File: config.mk
export PLATFORM = sky130hd
export DESIGN_NAME = nearest_enemy_select
export DESIGN_NICKNAME = d
export VERILOG_FILES = /design/src/rtl/core/nes_pkg.sv /design/src/rtl/core/nearest_enemy_select.sv /design/src/rtl/core/nes_front.sv /design/src/rtl/core/nes_queue.sv /design/src/rtl/core/nes_back.sv
export SDC_FILE = /design/constraint.sdc
export NUM_CORES = 2
export LEC_CHECK = 0
export ABC_AREA = 0
export BUFFER_PORTS_ARGS = -buffer_cell sky130_fd_sc_hd__buf_2
export CAP_MARGIN = 15
export CORE_MARGIN = 1.5
export CORE_UTILIZATION = 28
export DETAILED_ROUTE_END_ITERATION = 12
export GPL_TIMING_DRIVEN = 0
export PLACE_DENSITY = 0.39
export SYNTH_ARGS = -nofsm -noshare
export SYNTH_HDL_FRONTEND = slang
export SYNTH_SLANG_ARGS = --single-unit
File: constraint.sdc
create_clock -name clk -period 18 [get_ports clk]
set_input_delay 3.6 -clock clk [delete_from_list [all_inputs] [get_ports clk]]
set_output_delay 3.6 -clock clk [all_outputs]
set_load 0.01 [all_outputs]
File: src/rtl/core/nes_pkg.sv
`timescale 1ns / 1ps
// ----------------------------------------------------------------------------
// nes_pkg
// Shared constants and types for the nearest enemy select block.
// ----------------------------------------------------------------------------
package nes_pkg;

  localparam int COORD_BITS     = 16;
  localparam int HP_BITS        = 16;
  localparam int TEAM_BITS      = 4;
  localparam int MAX_UNITS      = 256;
  localparam int INDEX_BITS     = $clog2(MAX_UNITS);
  localparam int DIST_BITS      = 2 * COORD_BITS + 1;
  localparam int SQ_BITS        = 2 * COORD_BITS;
  localparam int QUEUE_DEPTH    = 4;
  localparam int QPTR_BITS      = $clog2(QUEUE_DEPTH);
  localparam int CFG_INDEX_BITS = 2;

  typedef enum logic [CFG_INDEX_BITS-1:0] {
    CFG_ATTACKER_X     = 2'd0,
    CFG_ATTACKER_Y     = 2'd1,
    CFG_ATTACKER_TEAM  = 2'd2,
    CFG_ATTACKER_ALIVE = 2'd3
  } cfg_reg_t;

  // One classified unit, as handed from the front to the back.
  typedef struct packed {
    logic                         eligible;
    logic                         alive;     // attacker alive flag at accept time
    logic                         last;
    logic [COORD_BITS-1:0]        dx;
    logic [COORD_BITS-1:0]        dy;
    logic [HP_BITS-1:0]           hp;
    logic signed [COORD_BITS-1:0] x;
    logic signed [COORD_BITS-1:0] y;
    logic [INDEX_BITS-1:0]        index;
  } nes_item_t;

endpackage

File: src/rtl/core/nearest_enemy_select.sv
`timescale 1ns / 1ps
// ----------------------------------------------------------------------------
// nearest_enemy_select
// Running nearest-eligible-unit selection over a stream of unit records.
// ----------------------------------------------------------------------------
// Channel   Direction  Handshake          Carries
// cfg_      in         valid / ready      attacker register index and data
// in_       in         valid / stall      one unit record per item
// out_      out        valid / stall      found flag and target index
//
// One unit per cycle while in_stall is low. After the last unit of a scan
// is accepted, it passes through the front stage and the queue, and the back
// compare loads the result into the output register, which raises out_valid.
// The back squares both differences and does the ordering compare
// combinationally. Synchronous reset clears all control state and the attacker
// registers. Output stall backs up into a 4-entry queue, then the front.
// ----------------------------------------------------------------------------
module nearest_enemy_select (
  input  logic                                  clk,
  input  logic                                  rst_n,
  input  logic                                  cfg_valid,
  output logic                                  cfg_ready,
  input  logic [nes_pkg::CFG_INDEX_BITS-1:0]    cfg_index,
  input  logic [nes_pkg::COORD_BITS-1:0]        cfg_data,
  input  logic                                  in_valid,
  output logic                                  in_stall,
  input  logic                                  in_unit_present,
  input  logic                                  in_unit_is_attacker,
  input  logic                                  in_unit_alive,
  input  logic [nes_pkg::TEAM_BITS-1:0]         in_unit_team,
  input  logic signed [nes_pkg::COORD_BITS-1:0] in_unit_x,
  input  logic signed [nes_pkg::COORD_BITS-1:0] in_unit_y,
  input  logic [nes_pkg::HP_BITS-1:0]           in_unit_hp,
  input  logic [nes_pkg::INDEX_BITS-1:0]        in_unit_index,
  input  logic                                  in_last_unit,
  output logic                                  out_valid,
  input  logic                                  out_stall,
  output logic                                  out_target_found,
  output logic [nes_pkg::INDEX_BITS-1:0]        out_target_index
);
  import nes_pkg::*;

  logic      push;
  logic      pop;
  logic      queue_full;
  logic      queue_empty;
  nes_item_t push_item;
  nes_item_t pop_item;

  nes_front u_front (
    .clk                 (clk),
    .rst_n               (rst_n),
    .cfg_valid           (cfg_valid),
    .cfg_ready           (cfg_ready),
    .cfg_index           (cfg_index),
    .cfg_data            (cfg_data),
    .in_valid            (in_valid),
    .in_stall            (in_stall),
    .in_unit_present     (in_unit_present),
    .in_unit_is_attacker (in_unit_is_attacker),
    .in_unit_alive       (in_unit_alive),
    .in_unit_team        (in_unit_team),
    .in_unit_x           (in_unit_x),
    .in_unit_y           (in_unit_y),
    .in_unit_hp          (in_unit_hp),
    .in_unit_index       (in_unit_index),
    .in_last_unit        (in_last_unit),
    .push                (push),
    .push_item           (push_item),
    .queue_full          (queue_full)
  );

  nes_queue u_queue (
    .clk       (clk),
    .rst_n     (rst_n),
    .push      (push),
    .push_item (push_item),
    .full      (queue_full),
    .pop       (pop),
    .pop_item  (pop_item),
    .empty     (queue_empty)
  );

  nes_back u_back (
    .clk              (clk),
    .rst_n            (rst_n),
    .pop_item         (pop_item),
    .empty            (queue_empty),
    .pop              (pop),
    .out_valid        (out_valid),
    .out_stall        (out_stall),
    .out_target_found (out_target_found),
    .out_target_index (out_target_index)
  );

endmodule

File: src/rtl/core/nes_front.sv
`timescale 1ns / 1ps
// ----------------------------------------------------------------------------
// nes_front
// Holds the attacker registers, accepts units, checks eligibility and forms
// the absolute coordinate differences.
// ----------------------------------------------------------------------------
module nes_front (
  input  logic                                  clk,
  input  logic                                  rst_n,
  input  logic                                  cfg_valid,
  output logic                                  cfg_ready,
  input  logic [nes_pkg::CFG_INDEX_BITS-1:0]    cfg_index,
  input  logic [nes_pkg::COORD_BITS-1:0]        cfg_data,
  input  logic                                  in_valid,
  output logic                                  in_stall,
  input  logic                                  in_unit_present,
  input  logic                                  in_unit_is_attacker,
  input  logic                                  in_unit_alive,
  input  logic [nes_pkg::TEAM_BITS-1:0]         in_unit_team,
  input  logic signed [nes_pkg::COORD_BITS-1:0] in_unit_x,
  input  logic signed [nes_pkg::COORD_BITS-1:0] in_unit_y,
  input  logic [nes_pkg::HP_BITS-1:0]           in_unit_hp,
  input  logic [nes_pkg::INDEX_BITS-1:0]        in_unit_index,
  input  logic                                  in_last_unit,
  output logic                                  push,
  output nes_pkg::nes_item_t                    push_item,
  input  logic                                  queue_full
);
  import nes_pkg::*;

  logic signed [COORD_BITS-1:0] ax_r;
  logic signed [COORD_BITS-1:0] ay_r;
  logic [TEAM_BITS-1:0]         team_r;
  logic                         alive_r;

  logic                         stage_valid_r;
  logic                         stage_valid_nxt;
  nes_item_t                    stage_r;
  nes_item_t                    stage_nxt;

  logic signed [COORD_BITS:0]   diff_x;
  logic signed [COORD_BITS:0]   diff_y;
  logic                         advance;
  logic                         accept;

  assign cfg_ready = 1'b1;

  always_ff @(posedge clk) begin
    if (!rst_n) begin
      ax_r    <= '0;
      ay_r    <= '0;
      team_r  <= '0;
      alive_r <= 1'b0;
    end else if (cfg_valid && cfg_ready) begin
      case (cfg_reg_t'(cfg_index))
        CFG_ATTACKER_X:     ax_r    <= cfg_data;
        CFG_ATTACKER_Y:     ay_r    <= cfg_data;
        CFG_ATTACKER_TEAM:  team_r  <= cfg_data[TEAM_BITS-1:0];
        CFG_ATTACKER_ALIVE: alive_r <= cfg_data[0];
        default: ;
      endcase
    end
  end

  // Stage moves on when it is empty or its item goes into the queue.
  assign advance  = !stage_valid_r || !queue_full;
  assign in_stall = !advance;
  assign accept   = in_valid && advance;
  assign push     = stage_valid_r && !queue_full;

  always_comb begin
    diff_x = {in_unit_x[COORD_BITS-1], in_unit_x} - {ax_r[COORD_BITS-1], ax_r};
    diff_y = {in_unit_y[COORD_BITS-1], in_unit_y} - {ay_r[COORD_BITS-1], ay_r};
    stage_nxt.eligible = alive_r && in_unit_present && !in_unit_is_attacker
                         && in_unit_alive && (in_unit_team != team_r);
    stage_nxt.alive    = alive_r;
    stage_nxt.last     = in_last_unit;
    stage_nxt.dx       = diff_x[COORD_BITS] ? COORD_BITS'(-diff_x) : diff_x[COORD_BITS-1:0];
    stage_nxt.dy       = diff_y[COORD_BITS] ? COORD_BITS'(-diff_y) : diff_y[COORD_BITS-1:0];
    stage_nxt.hp       = in_unit_hp;
    stage_nxt.x        = in_unit_x;
    stage_nxt.y        = in_unit_y;
    stage_nxt.index    = in_unit_index;
    stage_valid_nxt    = advance ? in_valid : stage_valid_r;
  end

  always_ff @(posedge clk) begin
    if (!rst_n) begin
      stage_valid_r <= 1'b0;
    end else begin
      stage_valid_r <= stage_valid_nxt;
    end
  end

  always_ff @(posedge clk) begin
    if (accept) begin
      stage_r <= stage_nxt;
    end
  end

  assign push_item = stage_r;

endmodule

File: src/rtl/core/nes_queue.sv
`timescale 1ns / 1ps
// ----------------------------------------------------------------------------
// nes_queue
// Short item queue between the front and the back.
// ----------------------------------------------------------------------------
module nes_queue (
  input  logic               clk,
  input  logic               rst_n,
  input  logic               push,
  input  nes_pkg::nes_item_t push_item,
  output logic               full,
  input  logic               pop,
  output nes_pkg::nes_item_t pop_item,
  output logic               empty
);
  import nes_pkg::*;

  nes_item_t             mem_r [QUEUE_DEPTH];
  logic [QPTR_BITS-1:0]  wr_ptr_r;
  logic [QPTR_BITS-1:0]  wr_ptr_nxt;
  logic [QPTR_BITS-1:0]  rd_ptr_r;
  logic [QPTR_BITS-1:0]  rd_ptr_nxt;
  logic [QPTR_BITS:0]    count_r;
  logic [QPTR_BITS:0]    count_nxt;

  assign full     = (count_r == (QPTR_BITS+1)'(QUEUE_DEPTH));
  assign empty    = (count_r == '0);
  assign pop_item = mem_r[rd_ptr_r];

  always_comb begin
    wr_ptr_nxt = push ? wr_ptr_r + 1'b1 : wr_ptr_r;
    rd_ptr_nxt = pop ? rd_ptr_r + 1'b1 : rd_ptr_r;
    count_nxt  = count_r;
    if (push && !pop) begin
      count_nxt = count_r + 1'b1;
    end else if (pop && !push) begin
      count_nxt = count_r - 1'b1;
    end
  end

  always_ff @(posedge clk) begin
    if (!rst_n) begin
      wr_ptr_r <= '0;
      rd_ptr_r <= '0;
      count_r  <= '0;
    end else begin
      wr_ptr_r <= wr_ptr_nxt;
      rd_ptr_r <= rd_ptr_nxt;
      count_r  <= count_nxt;
    end
  end

  always_ff @(posedge clk) begin
    if (push) begin
      mem_r[wr_ptr_r] <= push_item;
    end
  end

  a_no_overflow: assert property (@(posedge clk) disable iff (!rst_n)
    full |-> !push)
    else $error("queue written while full");

  a_no_underflow: assert property (@(posedge clk) disable iff (!rst_n)
    empty |-> !pop)
    else $error("queue read while empty");

  a_count_range: assert property (@(posedge clk) disable iff (!rst_n)
    count_r <= (QPTR_BITS+1)'(QUEUE_DEPTH))
    else $error("queue count out of range");

endmodule

File: src/rtl/core/nes_back.sv
`timescale 1ns / 1ps
// ----------------------------------------------------------------------------
// nes_back
// Squares the distances, keeps the running best and reports on last unit.
// ----------------------------------------------------------------------------
module nes_back (
  input  logic                           clk,
  input  logic                           rst_n,
  input  nes_pkg::nes_item_t             pop_item,
  input  logic                           empty,
  output logic                           pop,
  output logic                           out_valid,
  input  logic                           out_stall,
  output logic                           out_target_found,
  output logic [nes_pkg::INDEX_BITS-1:0] out_target_index
);
  import nes_pkg::*;

  logic                         best_valid_r;
  logic                         best_valid_nxt;
  logic [DIST_BITS-1:0]         best_dist_r;
  logic [DIST_BITS-1:0]         best_dist_nxt;
  logic [HP_BITS-1:0]           best_hp_r;
  logic [HP_BITS-1:0]           best_hp_nxt;
  logic signed [COORD_BITS-1:0] best_x_r;
  logic signed [COORD_BITS-1:0] best_x_nxt;
  logic signed [COORD_BITS-1:0] best_y_r;
  logic signed [COORD_BITS-1:0] best_y_nxt;
  logic [INDEX_BITS-1:0]        best_index_r;
  logic [INDEX_BITS-1:0]        best_index_nxt;

  logic                         out_valid_r;
  logic                         out_valid_nxt;
  logic                         out_found_r;
  logic                         out_found_nxt;
  logic [INDEX_BITS-1:0]        out_index_r;
  logic [INDEX_BITS-1:0]        out_index_nxt;

  logic [SQ_BITS-1:0]           sq_x;
  logic [SQ_BITS-1:0]           sq_y;
  logic [DIST_BITS-1:0]         sq_dist;
  logic                         better;
  logic                         take;
  logic                         report;

  // Output register frees up in the same cycle it is taken.
  assign pop    = !empty && (!out_valid_r || !out_stall);
  assign report = pop && pop_item.last;

  always_comb begin
    sq_x = SQ_BITS'(pop_item.dx) * SQ_BITS'(pop_item.dx);
    sq_y = SQ_BITS'(pop_item.dy) * SQ_BITS'(pop_item.dy);
    sq_dist = {1'b0, sq_x} + {1'b0, sq_y};
    // Lexicographic order: distance, then hp, then x, then y.
    if (!best_valid_r) begin
      better = 1'b1;
    end else if (sq_dist != best_dist_r) begin
      better = sq_dist < best_dist_r;
    end else if (pop_item.hp != best_hp_r) begin
      better = pop_item.hp > best_hp_r;
    end else if (pop_item.x != best_x_r) begin
      better = pop_item.x < best_x_r;
    end else begin
      better = pop_item.y > best_y_r;
    end
    take = pop && pop_item.eligible && better;
  end

  always_comb begin
    best_valid_nxt = best_valid_r;
    best_dist_nxt  = best_dist_r;
    best_hp_nxt    = best_hp_r;
    best_x_nxt     = best_x_r;
    best_y_nxt     = best_y_r;
    best_index_nxt = best_index_r;
    if (take) begin
      best_valid_nxt = 1'b1;
      best_dist_nxt  = sq_dist;
      best_hp_nxt    = pop_item.hp;
      best_x_nxt     = pop_item.x;
      best_y_nxt     = pop_item.y;
      best_index_nxt = pop_item.index;
    end

    out_valid_nxt = out_valid_r && out_stall;
    out_found_nxt = out_found_r;
    out_index_nxt = out_index_r;
    if (report) begin
      out_valid_nxt = 1'b1;
      out_found_nxt = best_valid_nxt && pop_item.alive;
      out_index_nxt = (best_valid_nxt && pop_item.alive) ? best_index_nxt : '0;
    end
  end

  always_ff @(posedge clk) begin
    if (!rst_n) begin
      best_valid_r <= 1'b0;
      out_valid_r  <= 1'b0;
    end else begin
      best_valid_r <= report ? 1'b0 : best_valid_nxt;
      out_valid_r  <= out_valid_nxt;
    end
  end

  // A cleared best is only ever compared after best_valid_r is set again.
  always_ff @(posedge clk) begin
    best_dist_r  <= best_dist_nxt;
    best_hp_r    <= best_hp_nxt;
    best_x_r     <= best_x_nxt;
    best_y_r     <= best_y_nxt;
    best_index_r <= best_index_nxt;
    out_found_r  <= out_found_nxt;
    out_index_r  <= out_index_nxt;
  end

  assign out_valid        = out_valid_r;
  assign out_target_found = out_found_r;
  assign out_target_index = out_index_r;

  a_none_means_zero: assert property (@(posedge clk) disable iff (!rst_n)
    (out_valid_r && !out_found_r) |-> (out_index_r == '0))
    else $error("no target but nonzero index");

  a_clear_after_last: assert property (@(posedge clk) disable iff (!rst_n)
    report |=> !best_valid_r)
    else $error("kept best not cleared after last unit");

  a_out_hold: assert property (@(posedge clk) disable iff (!rst_n)
    (out_valid_r && out_stall) |=>
      (out_valid_r && $stable(out_found_r) && $stable(out_index_r)))
    else $error("stalled result changed");

endmodule

==> results.cfg <==
[synthesis]
ys.flop_type = edfxtp_1
synth_edf_count = 545
netlist_area_um2 = 40200
yosys-top-cells-area = edfxtp_1 41%, fa_1 19%, ha_1 9.7%
synthMostInstantiatedCell = inv_1
synthCells = 3245
yosysTopAreaCellShare_pct = 40.7
async_flop_share_pct = 0
yosysWarnings = 0
synth_top_area_cell = edfxtp_1
seq_area_frac_synth_pct = 43.6
syn_area_per_cell_um2 = 12.4
synth_fp_nets = 4032
ys_ff_latch = 602
synth_cell_types = 79
yosys-top-cells-count = 652 x inv_1, 545 x edfxtp_1, 390 x fa_1

[global_route]
use_met3_pct = 2.10
grt_pass1_vias = 25817
grt_use_met2_pct = 24.8
antenna_found_initial = 6
gr-usage-all-layers_pct = 15.2
top_usage_layer = met2
grt_pass1_wl_um = 164000
use_met1_pct = 21.3
gr-total-overflow = 0
grt_max_degree = 52

[finish]
fin_cells = 5395
synthToLayoutAreaGrowth_pct = 14.4
fin_util_pct = 32.4
nNetsFinal = 4228
drive_above_1_share_pct = 10.8
fill_cells = 14454

[sta]
setup-violations-final = 0
hold_viol = 0
fmax_mhz = 68.7
final_max_slew_viol_count = 0
period_share_pct = 80.9
rsz0062_at_grt = no
tightestPinTransition_ps = 1120
fin_skew_ps = 53.0
relSlewSlack_pct = 24.2
post-route-min-period_ps = 14560

[die]
die-area_um2 = 146000
die_w_um = 382
core_area_um2 = 142000
rows = 138
initial_core_util_pct = 28.3
dieHeight_um = 382
pin_count = 99

[setup_path]
ff2ff_setup_slack_ps = 3440
cp_data_required_time_ps = 18360
critPathMaxStageDelay_ps = 790
path_delay_family = adder cells
path_depth = 37
crit_type = reg2reg
crit_top_cell = fa_1
end_kind = flop
crit_fanout = 51
cp_num_buf_inv = 9
slowest_stage = nor4_1
arrival_ps = 14920
worst-r2r-cell-count = 37
timing.rr.end = u_back.best_y_r[5]$_DFFE_PP_
crit_path_start_kind = flop
crit_end = u_back.best_y_r[5]$_DFFE_PP_

[cts]
clockBufferDepth = 3
clkTransAtPathRegs_ps = 70
cts_buffers = 74
cts_tree = done
ctsHoldBuffers = 0
clkSinkCount = 602
clk_latency_ps = 690
cts_root_buf = clkbuf_16
post_cts_resized = 0
htree_levels = 3
post_cts_buffers = 0

[drt]
drt_iter0_drc = 1218
drt-pass1-iter-count = 5
wirelength_um = 108000
drc = 0
wl_per_cell_um = 20.0
ant_nets = 0
vias = 23739
avgViaCountPerCell = 4.40

[place]
gp_congestion = 0.800
dp_cells = 5253
place_hpwl_um = 84300
portBuffers = 96

[worst_hold_path]
hold_class = reg2reg

[flow_run]
cap_violations = 0

[status]
outcome = completed
==> how the worst min path moves through the flow <==
stage	to	slack, ps	start	depth (start not counted)
2_1_floorplan	u_front.push_item[89]$_DFFE_PP_	430	u_front.alive_r$_SDFFE_PN0P_	0
3_3_place_gp	u_back.best_index_r[6]$_DFF_P_	440	u_back.best_index_r[6]$_DFF_P_	2
3_5_place_dp	u_back.best_index_r[3]$_DFF_P_	450	u_back.best_index_r[3]$_DFF_P_	2
4_1_cts	u_back.best_index_r[7]$_DFF_P_	460	u_back.best_index_r[7]$_DFF_P_	2
5_1_grt	u_front.ay_r[4]$_SDFFE_PN0P_	480	u_front.ay_r[4]$_SDFFE_PN0P_	2
6_report	u_back.best_index_r[3]$_DFF_P_	460	u_back.best_index_r[3]$_DFF_P_	2
==> registers in the layout, indices dropped and copies added, names as in the netlist, named ones only <==
register                 flops
u_queue.rd_ptr_r             2
u_queue.count_r              3
u_front.team_r               4
u_front.ax_r                16
u_front.push_item           91
u_queue.wr_ptr_r             2
u_back.best_x_r             16
u_back.out_target_found      1
u_front.stage_valid_r        1
u_back.best_valid_r          1
u_front.ay_r                16
u_back.best_hp_r            16
u_back.best_index_r          8
u_queue.mem_r              364
u_front.alive_r              1
u_back.best_dist_r          33
u_back.best_y_r             16
u_back.out_valid             1
u_back.out_target_index      8
==> layout make-up <==
type | count | area (um2) | area share, %
repair buffers | 120 | 875 | 1.90
flip-flops and latches | 602 | 17500 | 38.1
inverters | 665 | 2500 | 5.43
clock buffers | 88 | 1910 | 4.16
clock inverters | 50 | 608 | 1.32
well taps | 1890 | 2360 | 5.14
multi-input cells | 1906 | 19900 | 43.3
diodes | 2 | 5.00 | 0.0109
plain buffers | 72 | 297 | 0.645
==> metal layers <==
metal  up-vias  wire length (um)  part of all wire (%)
met1     11999             52500                    49
met3       101              3720                   3.4
met5         -                 0                     0
met2       356             49900                    46
li1      11283                 -                     -
met4         0              1980                   1.8
==> kinds of logic after synthesis <==
family	Yosys count	share of synthesized area [%]
muxes	134	5.34
buffers and inverters	737	6.95
and+or+nand+nor	619	6.84
AOI/OAI and AO/OA	353	6.04
adders and majority gates	700	29.1
xor gates and xnor gates	99	2.16
other	1	0.00933
DFF	602	43.6
==> stage by stage <==
step	TNS [ps]	hold slack [ps]	worst slack, ps	cell area (um2)
final	0	460	3440	46000
after CTS	0	460	2960	46000
after global placement	-22970	442	-306	43000
after floorplan	0	430	6050	40200
after detailed placement	0	451	3030	43400
after global routing	0	480	2430	46000
==> worst register-to-register path, delay by kind of cell (launching register included) <==
kind / cells / cell delay [ps]
buffers and inverters: 9 / 2560
AO/OA/AOI/OAI: 8 / 3320
flip-flops: 1 / 300
multiplexers: 1 / 230
AND/OR/NAND/NOR: 9 / 2940
adder cells (fa/ha/maj): 10 / 4800
==> placed cells by master, fill, tap and decap left out, types with 19 or more instances in the layout <==
master and n:
ha_1 310, a21o_1 41, clkbuf_1 56, mux2i_1 41, a21oi_1 64, o21ai_0 48, mux4_2 61, dfxtp_1 57
nor2b_1 19, and2_1 20, edfxtp_1 545, inv_1 652, buf_2 114, nand2_1 239, nor3_1 20, a21boi_0 43
nor2_1 210, clkinv_1 23, xor2_1 36, nand4_1 22, clkbuf_16 74, xnor2_1 63, o21a_1 29, fa_1 390
nand3_1 20, mux2_2 32
Power is left out: the tool's default activity adds up to more than one toggle a clock period on the data nets, which glitch-free logic cannot reach.
